===== src/rtl/itw_pkg.sv =====
// shared types, token codes and helper functions for the integer to word tokens unit
`timescale 1ns / 1ps

package itw_pkg;

    localparam int VALUE_W  = 31;
    localparam int WORD_W   = 5;
    localparam int DIGITS   = 10;
    localparam int BIN_W    = 32;
    localparam int SHIFT_W  = DIGITS * 4 + BIN_W;
    localparam int GROUPS   = 4;
    localparam int SLOTS    = 5;
    localparam int TOKENS   = GROUPS * SLOTS;
    localparam int IDX_W    = $clog2(TOKENS);

    localparam logic [WORD_W-1:0] TOK_ZERO     = 5'd0;
    localparam logic [WORD_W-1:0] TOK_TEN      = 5'd10;
    localparam logic [WORD_W-1:0] TOK_TENS_BASE = 5'd18;
    localparam logic [WORD_W-1:0] TOK_HUNDRED  = 5'd28;
    localparam logic [WORD_W-1:0] TOK_THOUSAND = 5'd29;
    localparam logic [WORD_W-1:0] TOK_MILLION  = 5'd30;
    localparam logic [WORD_W-1:0] TOK_BILLION  = 5'd31;

    typedef logic [DIGITS-1:0][3:0] itw_digits_t;

    typedef struct packed {
        logic [TOKENS-1:0]              mask;
        logic [TOKENS-1:0][WORD_W-1:0]  tok;
    } itw_entry_t;

    // two shift-and-add-3 steps of the binary to bcd conversion
    function automatic logic [SHIFT_W-1:0] dabble2(input logic [SHIFT_W-1:0] s);
        logic [SHIFT_W-1:0] t;
        t = s;
        for (int k = 0; k < 2; k++)
        begin
            for (int d = 0; d < DIGITS; d++)
            begin
                if (t[BIN_W + d*4 +: 4] >= 4'd5)
                    t[BIN_W + d*4 +: 4] = t[BIN_W + d*4 +: 4] + 4'd3;
            end
            t = {t[SHIFT_W-2:0], 1'b0};
        end
        return t;
    endfunction

    function automatic logic [WORD_W-1:0] scale_tok(input int g);
        logic [WORD_W-1:0] r;
        case (g)
            0:       r = TOK_BILLION;
            1:       r = TOK_MILLION;
            default: r = TOK_THOUSAND;
        endcase
        return r;
    endfunction

    // lays out up to five token slots per group and marks the ones spoken
    function automatic itw_entry_t classify(input itw_digits_t dg);
        itw_entry_t e;
        logic [3:0] h;
        logic [3:0] t;
        logic [3:0] o;
        logic       all_zero;
        e = '0;
        all_zero = (dg == '0);
        for (int g = 0; g < GROUPS; g++)
        begin
            if (g == 0)
            begin
                h = 4'd0;
                t = 4'd0;
                o = dg[9];
            end
            else
            begin
                h = dg[11 - 3*g];
                t = dg[10 - 3*g];
                o = dg[9 - 3*g];
            end
            e.tok[g*SLOTS + 0] = {1'b0, h};
            e.tok[g*SLOTS + 1] = TOK_HUNDRED;
            if (t < 4'd2)
                e.tok[g*SLOTS + 2] = (t[0] ? TOK_TEN : TOK_ZERO) + {1'b0, o};
            else
                e.tok[g*SLOTS + 2] = TOK_TENS_BASE + {1'b0, t};
            e.tok[g*SLOTS + 3] = {1'b0, o};
            e.tok[g*SLOTS + 4] = scale_tok(g);
            e.mask[g*SLOTS + 0] = (h != 4'd0);
            e.mask[g*SLOTS + 1] = (h != 4'd0);
            e.mask[g*SLOTS + 2] = (t != 4'd0) || (o != 4'd0)
                                  || ((g == GROUPS - 1) && all_zero);
            e.mask[g*SLOTS + 3] = (t >= 4'd2) && (o != 4'd0);
            e.mask[g*SLOTS + 4] = (g < GROUPS - 1)
                                  && ((h != 4'd0) || (t != 4'd0) || (o != 4'd0));
        end
        return e;
    endfunction

endpackage


===== src/rtl/itw_value_if.sv =====
// input channel carrying one number per word
`timescale 1ns / 1ps

interface itw_value_if;
    logic                       valid;
    logic                       ready;
    logic [itw_pkg::VALUE_W-1:0] value;

    modport source (output valid, output value, input ready);
    modport sink   (input valid, input value, output ready);
endinterface


===== src/rtl/itw_word_if.sv =====
// output channel carrying one token per word
`timescale 1ns / 1ps

interface itw_word_if;
    logic                       valid;
    logic                       ready;
    logic [itw_pkg::WORD_W-1:0] word;
    logic                       last;

    modport source (output valid, output word, output last, input ready);
    modport sink   (input valid, input word, input last, output ready);
endinterface


===== src/rtl/itw_front.sv =====
// front end: bcd conversion two bits per cycle and token slot classification
`timescale 1ns / 1ps

module itw_front
(
    input  logic                clk,
    input  logic                rst_n,
    itw_value_if.sink           number,
    output logic                push,
    output itw_pkg::itw_entry_t push_entry,
    input  logic                q_full
);
    import itw_pkg::*;

    logic                 busy_reg;
    logic                 busy_next;
    logic                 done_reg;
    logic                 done_next;
    logic [3:0]           cnt_reg;
    logic [3:0]           cnt_next;
    logic [SHIFT_W-1:0]   sh_reg;
    logic [SHIFT_W-1:0]   sh_next;
    logic                 accept;

    always_comb
    begin
        push         = busy_reg && done_reg && !q_full;
        number.ready = !busy_reg || push;
        accept       = number.valid && number.ready;
        push_entry   = classify(itw_digits_t'(sh_reg[SHIFT_W-1:BIN_W]));

        busy_next = busy_reg;
        done_next = done_reg;
        cnt_next  = cnt_reg;
        sh_next   = sh_reg;

        if (accept)
        begin
            sh_next   = dabble2({{(DIGITS*4){1'b0}}, 1'b0, number.value});
            cnt_next  = 4'd1;
            busy_next = 1'b1;
            done_next = 1'b0;
        end
        else if (push)
        begin
            busy_next = 1'b0;
            done_next = 1'b0;
        end
        else if (busy_reg && !done_reg)
        begin
            sh_next  = dabble2(sh_reg);
            cnt_next = cnt_reg + 4'd1;
            if (cnt_reg == 4'd15)
                done_next = 1'b1;
        end
    end

    always_ff @(posedge clk or negedge rst_n)
    begin
        if (!rst_n)
        begin
            busy_reg <= 1'b0;
            done_reg <= 1'b0;
            cnt_reg  <= '0;
        end
        else
        begin
            busy_reg <= busy_next;
            done_reg <= done_next;
            cnt_reg  <= cnt_next;
        end
    end

    always_ff @(posedge clk)
    begin
        sh_reg <= sh_next;
    end

endmodule


===== src/rtl/itw_queue.sv =====
// two-entry queue between front and back
`timescale 1ns / 1ps

module itw_queue
(
    input  logic                clk,
    input  logic                rst_n,
    input  logic                push,
    input  itw_pkg::itw_entry_t push_entry,
    output logic                full,
    input  logic                pop,
    output itw_pkg::itw_entry_t head,
    output logic                empty
);
    import itw_pkg::*;

    itw_entry_t  mem_reg [2];
    logic        wr_ptr_reg;
    logic        wr_ptr_next;
    logic        rd_ptr_reg;
    logic        rd_ptr_next;
    logic [1:0]  count_reg;
    logic [1:0]  count_next;

    always_comb
    begin
        full        = (count_reg == 2'd2);
        empty       = (count_reg == 2'd0);
        head        = mem_reg[rd_ptr_reg];
        wr_ptr_next = push ? !wr_ptr_reg : wr_ptr_reg;
        rd_ptr_next = pop ? !rd_ptr_reg : rd_ptr_reg;
        count_next  = count_reg + {1'b0, push} - {1'b0, pop};
    end

    always_ff @(posedge clk or negedge rst_n)
    begin
        if (!rst_n)
        begin
            wr_ptr_reg <= 1'b0;
            rd_ptr_reg <= 1'b0;
            count_reg  <= '0;
        end
        else
        begin
            wr_ptr_reg <= wr_ptr_next;
            rd_ptr_reg <= rd_ptr_next;
            count_reg  <= count_next;
        end
    end

    always_ff @(posedge clk)
    begin
        if (push)
            mem_reg[wr_ptr_reg] <= push_entry;
    end

endmodule


===== src/rtl/itw_back.sv =====
// back end: walks the marked token slots, one word per cycle unless stalled, into the output register
`timescale 1ns / 1ps

module itw_back
(
    input  logic                clk,
    input  logic                rst_n,
    input  itw_pkg::itw_entry_t head,
    input  logic                empty,
    output logic                pop,
    itw_word_if.source          words
);
    import itw_pkg::*;

    logic                        cur_valid_reg;
    logic                        cur_valid_next;
    itw_entry_t                  cur_reg;
    itw_entry_t                  cur_next;
    logic                        out_valid_reg;
    logic                        out_valid_next;
    logic [WORD_W-1:0]           out_word_reg;
    logic [WORD_W-1:0]           out_word_next;
    logic                        out_last_reg;
    logic                        out_last_next;
    logic                        can_emit;
    logic                        src_valid;
    itw_entry_t                  src;
    logic [IDX_W-1:0]            idx;
    logic [TOKENS-1:0]           rest;

    always_comb
    begin
        can_emit  = !out_valid_reg || words.ready;
        src_valid = cur_valid_reg || !empty;
        src       = cur_valid_reg ? cur_reg : head;
        pop       = !cur_valid_reg && !empty && can_emit;

        // lowest marked slot
        idx = '0;
        for (int i = TOKENS - 1; i >= 0; i--)
        begin
            if (src.mask[i])
                idx = IDX_W'(i);
        end
        rest      = src.mask;
        rest[idx] = 1'b0;

        cur_valid_next = cur_valid_reg;
        cur_next       = cur_reg;
        out_valid_next = out_valid_reg;
        out_word_next  = out_word_reg;
        out_last_next  = out_last_reg;

        if (can_emit)
        begin
            out_valid_next = src_valid;
            if (src_valid)
            begin
                out_word_next  = src.tok[idx];
                out_last_next  = (rest == '0);
                cur_next.mask  = rest;
                cur_next.tok   = src.tok;
                cur_valid_next = (rest != '0);
            end
        end

        words.valid = out_valid_reg;
        words.word  = out_word_reg;
        words.last  = out_last_reg;
    end

    always_ff @(posedge clk or negedge rst_n)
    begin
        if (!rst_n)
        begin
            cur_valid_reg <= 1'b0;
            out_valid_reg <= 1'b0;
        end
        else
        begin
            cur_valid_reg <= cur_valid_next;
            out_valid_reg <= out_valid_next;
        end
    end

    always_ff @(posedge clk)
    begin
        cur_reg      <= cur_next;
        out_word_reg <= out_word_next;
        out_last_reg <= out_last_next;
    end

endmodule


===== src/rtl/integer_to_word_tokens_unit.sv =====
// integer to word tokens unit: top level
//
// number channel: one 31-bit non-negative value per word.
// words channel: the english spelling of that value, one token per word,
// last set on the final token of each number.
// the front end converts the value to ten decimal digits two bits per cycle,
// and takes a new number only when idle or as the previous one is pushed.
// a two-entry queue holds classified numbers; the back end sends one token
// per cycle through its output register while the receiver is ready, so a
// number of up to 16 tokens never holds up the front end.
// the first token of a number passes the converter, the queue and the output
// register before it is offered; it is taken when the receiver is ready.
// reset empties the converter, the queue and the output register; no
// words are pending afterwards.
// when the receiver stalls the output register holds its word, the back end
// stops, the queue fills and the number channel then drops ready.
`timescale 1ns / 1ps

module integer_to_word_tokens_unit
(
    input  logic       clk,
    input  logic       rst_n,
    itw_value_if.sink  number,
    itw_word_if.source words
);
    import itw_pkg::*;

    logic       push;
    itw_entry_t push_entry;
    logic       q_full;
    logic       pop;
    itw_entry_t head;
    logic       empty;

    itw_front u_front
    (
        .clk        (clk),
        .rst_n      (rst_n),
        .number     (number),
        .push       (push),
        .push_entry (push_entry),
        .q_full     (q_full)
    );

    itw_queue u_queue
    (
        .clk        (clk),
        .rst_n      (rst_n),
        .push       (push),
        .push_entry (push_entry),
        .full       (q_full),
        .pop        (pop),
        .head       (head),
        .empty      (empty)
    );

    itw_back u_back
    (
        .clk        (clk),
        .rst_n      (rst_n),
        .head       (head),
        .empty      (empty),
        .pop        (pop),
        .words      (words)
    );

endmodule

===== src/flat_wrapper.sv =====
// flat-port wrapper written by rule: the top's interface ports become plain ports
module integer_to_word_tokens_unit_flat import itw_pkg::*;
  (clk, rst_n, number_valid, number_value, number_ready, words_valid, words_word, words_last, words_ready);
  itw_value_if number_i ();
  itw_word_if words_i ();
  input  logic clk;
  input  logic rst_n;
  input wire logic [$bits(number_i.valid)-1:0] number_valid;
  input wire logic [$bits(number_i.value)-1:0] number_value;
  output wire logic [$bits(number_i.ready)-1:0] number_ready;
  output wire logic [$bits(words_i.valid)-1:0] words_valid;
  output wire logic [$bits(words_i.word)-1:0] words_word;
  output wire logic [$bits(words_i.last)-1:0] words_last;
  input wire logic [$bits(words_i.ready)-1:0] words_ready;
  assign number_i.valid = number_valid;
  assign number_i.value = number_value;
  assign number_ready = number_i.ready;
  assign words_valid = words_i.valid;
  assign words_word = words_i.word;
  assign words_last = words_i.last;
  assign words_i.ready = words_ready;
  integer_to_word_tokens_unit u_core (.clk(clk), .rst_n(rst_n), .number(number_i), .words(words_i));
endmodule

===== config.mk =====
export PLATFORM = sky130hd
export DESIGN_NAME = integer_to_word_tokens_unit_flat
export DESIGN_NICKNAME = d
export VERILOG_FILES = /design/src/rtl/itw_pkg.sv /design/src/rtl/itw_value_if.sv /design/src/rtl/itw_word_if.sv /design/src/rtl/itw_front.sv /design/src/rtl/itw_queue.sv /design/src/rtl/itw_back.sv /design/src/rtl/integer_to_word_tokens_unit.sv /design/src/flat_wrapper.sv
export SDC_FILE = /design/constraint.sdc
export NUM_CORES = 1
export LEC_CHECK = 0
export ABC_AREA = 1
export CAP_MARGIN = 20
export CORE_ASPECT_RATIO = 1.2
export CORE_MARGIN = 2
export CORE_UTILIZATION = 35
export DETAILED_ROUTE_END_ITERATION = 12
export DONT_BUFFER_PORTS = 1
export GPL_ROUTABILITY_DRIVEN = 0
export GPL_TIMING_DRIVEN = 0
export PLACE_DENSITY = 0.46
export SYNTH_ARGS = -nofsm -noshare
export SYNTH_HDL_FRONTEND = slang
export SYNTH_SLANG_ARGS = --single-unit

===== constraint.sdc =====
create_clock -name clk -period 24.3 [get_ports clk]
set_input_delay 1.215 -clock clk [delete_from_list [all_inputs] [get_ports clk]]
set_output_delay 1.215 -clock clk [all_outputs]
set_load 0.01 [all_outputs]

==> metrics.yaml <==
clock_tree:
  tritoncts: "yes"
  cts_setup_buffers: 0
  h-tree-depth: 2
  cts_resized: 0
  clk_pin_slew_worst_paths_ns: 0.06
  hold_buffers: 0
  clockBufferDepth: 3
  cts_sinks: 318
  insertion_delay_ns: 0.56
  numCtsBuffers: 38
  cts_root_buf: "clkbuf_16"
global_routing:
  grt_pass1_vias: 11440
  grt.total_usage_pct: 18.54
  grt_first_pass_wirelength_mm: 66.65
  grt_max_degree: 32
  grt_antenna_before_repair: 0
  grt-ovfl-total: 0
layout:
  n_antenna_cell: 0
  nNetsFinal: 1842
  area_delta_synth_final_pct: 13.52
  final_cell_mix: "nand2_1, edfxtp_1, inv_1"
  mostFrequentLayoutCell: "nand2_1"
  drive_gt1_share_pct: 9.333
  utilization_pct: 40.34
  nFillCells: 4471
  largest_register_ffs: 120
pwr:
  comb_power_share_pct: 47.4
  p_per_area_nw_per_um2: 159.5
  irDropWorstVdd_mv: 0.06790
  intPower_mw: 1.619
  p_seq_share_pct: 33.8
  p_sw_mw: 1.275
  switching_share_pct: 44.05
  power.leakage_nw: 7.565
  clockPowerShare_pct: 18.8
drt:
  dr.pass1.iters: 5
  routedWlPerCell_um: 17.95
  viasPerCell: 4.815
  vias: 11450
  routed_wl_mm: 42.66
  antenna_left: 0
  drt_iter0_drc: 797
  drc: 0
die:
  rows: 85
  io_pins: 43
  die_x_um: 199.1
  die_h_um: 238.1
  die_area_um2: 47410
  start_util_pct: 35.54
  core_area_um2: 44990
worst_setup_path:
  cp-start-kind: "flip-flop"
  cp_slowest_cell: "o211ai_1"
  critPathMaxStageDelay_ns: 0.66
  crit_buf_inv: 4
  worstPathMaxFanout: 31
  crit_arrival_ns: 4.11
  path_class: "reg2reg"
  path_cells: "o211ai_1 -> nand2_1 -> nand2_1 -> inv_1 -> nor2_1 -> inv_1 -> clkbuf_2 -> buf_12"
  worstPathRequired_ns: 24.59
  crit_path_end_kind: "flip-flop"
  critPathTopFamily: "simple AND/OR/NAND/NOR gates"
sta:
  max_freq_ghz: 0.2624
  relSlewSlack_pct: 39.83
  min_period_ns: 3.811
  tightestPinTransition_ns: 0.9005
  setup_viol: 0
  finClkSkew_ns: 0.02233
  finalHoldViolCount: 0
  rsz0062_at_grt: "false"
  drv_slew: 0
  finalCritPeriodShare_pct: 15.68
  setup-tns-final_ns: 0
outcome:
  status: "finished, final reports clean"
yosys:
  postSynthAreaPerCell_um2: 9.460
  synth_area_leaders: "edfxtp_1, nand2_1, ha_1, inv_1, dfxtp_1"
  seq_area_frac_synth_pct: 56.91
  synth_nets: 1793
  netlist_area_um2: 15990
  synth_top_area_share_pct: 50.15
  synth_area_leader_cell: "edfxtp_1"
  synth.distinct_cells: 45
  yosys_register_bits: 318
  ys_warn_count: 0
  synthCells: 1690
placed_design:
  numPortBuffers: 0
  dp_hpwl_mm: 31.28
min_path:
  hp-class: "in2async"
job:
  cap_violations: 0
[cell usage after synthesis (all sizes together)]
master and instances:
a21oi 132, a22oi 2, a31oi 1, a32o 1
a32oi 3, buf 26, clkbuf 29, clkinv 2
conb 1, dfrtp 12, dfxtp 39, edfxtp 267
ha 68, inv 227, nand2 395, nand3 61
nand3b 2, nand4 19, nor2 142, nor3 6
nor4 1, o211ai 19, o21a 6, o21ai 143
o21bai 1, o22ai 12, o31ai 5, or2 43
or3 1, xnor2 6, xor2 18
[through the flow]
step | hold slack, ns | power (mW) | instances | setup slack, ns | instance area [um2]
2_1_floorplan | 0.4421 | 1.937 | 1690 | 16.18 | 15990
3_3_place_gp | 0.4751 | 2.349 | 2299 | 12.02 | 16750
3_5_place_dp | 0.4790 | 2.366 | 2308 | 20.35 | 16970
4_1_cts | 0.3013 | 2.927 | 2377 | 20.32 | 18150
5_1_grt | 0.3054 | 3.152 | 2377 | 20.15 | 18150
6_report | 0.3436 | 2.894 | 2377 | 20.49 | 18150
[path summary, 6_finish.rpt]
path,from,to,slack (ns),cells past startpoint
max in group asynchronous,rst_n,u_core.u_queue.rd_ptr_reg,23.88,0
max,u_core.u_queue.count_reg[0],u_core.u_front.sh_reg[10],20.49,8
min reg2reg,u_core.u_front.sh_reg[53],u_core.u_queue.mem_reg[1][22],0.49,0
min in group clk,u_core.u_front.sh_reg[53],u_core.u_queue.mem_reg[1][22],0.49,0
min,rst_n,u_core.u_back.words.valid,0.34,0
max reg2reg,u_core.u_queue.count_reg[0],u_core.u_front.sh_reg[10],20.49,8
[power groups by stage]
stage,clock [mW],combinational (mW),sequential (mW)
5_1_grt,0.581,1.57,1.00
4_1_cts,0.561,1.38,0.981
3_5_place_dp,0,1.38,0.990
6_report,0.544,1.37,0.979
3_3_place_gp,0,1.34,1.01
2_1_floorplan,0,0.974,0.963
[final cells by class]
| class | instances | area (um2) | share of cell area [%] |
|---|---|---|---|
| plain buffers | 55 | 284.0 | 1.565 |
| clock buffers | 48 | 1040 | 5.729 |
| clock inverters | 21 | 143.9 | 0.7928 |
| inverters | 229 | 862.1 | 4.750 |
| multi-input cells | 1088 | 5771 | 31.80 |
| flip-flops and latches | 318 | 9099 | 50.13 |
| well taps | 609 | 762.0 | 4.199 |
| repair buffers | 9 | 187.7 | 1.034 |
[kinds of logic (layout without fill, tap and decap cells)]
kind of cell / after synthesis / count (layout) / share of synthesized area [%]
simple gates: 670 / 670 / 18.16
compound gates: 325 / 325 / 11.11
other cells: 1 / 1 / 0.02346
xor+xnor: 24 / 24 / 1.315
buf+inv: 284 / 362 / 7.161
flops: 318 / 318 / 56.91
fa+ha+maj: 68 / 68 / 5.322
[layer usage]
layer	GRT usage [%]	wire (um)	vias to the layer above	part of all wire (%)
li1	-	-	5754	-
met1	23.99	18990	5401	45
met2	31.56	20820	239	49
met3	2.940	1747	52	4.1
met4	6.083	1100	0	2.6
met5	0	0	-	0
Power figures use the tool's default switching activity.
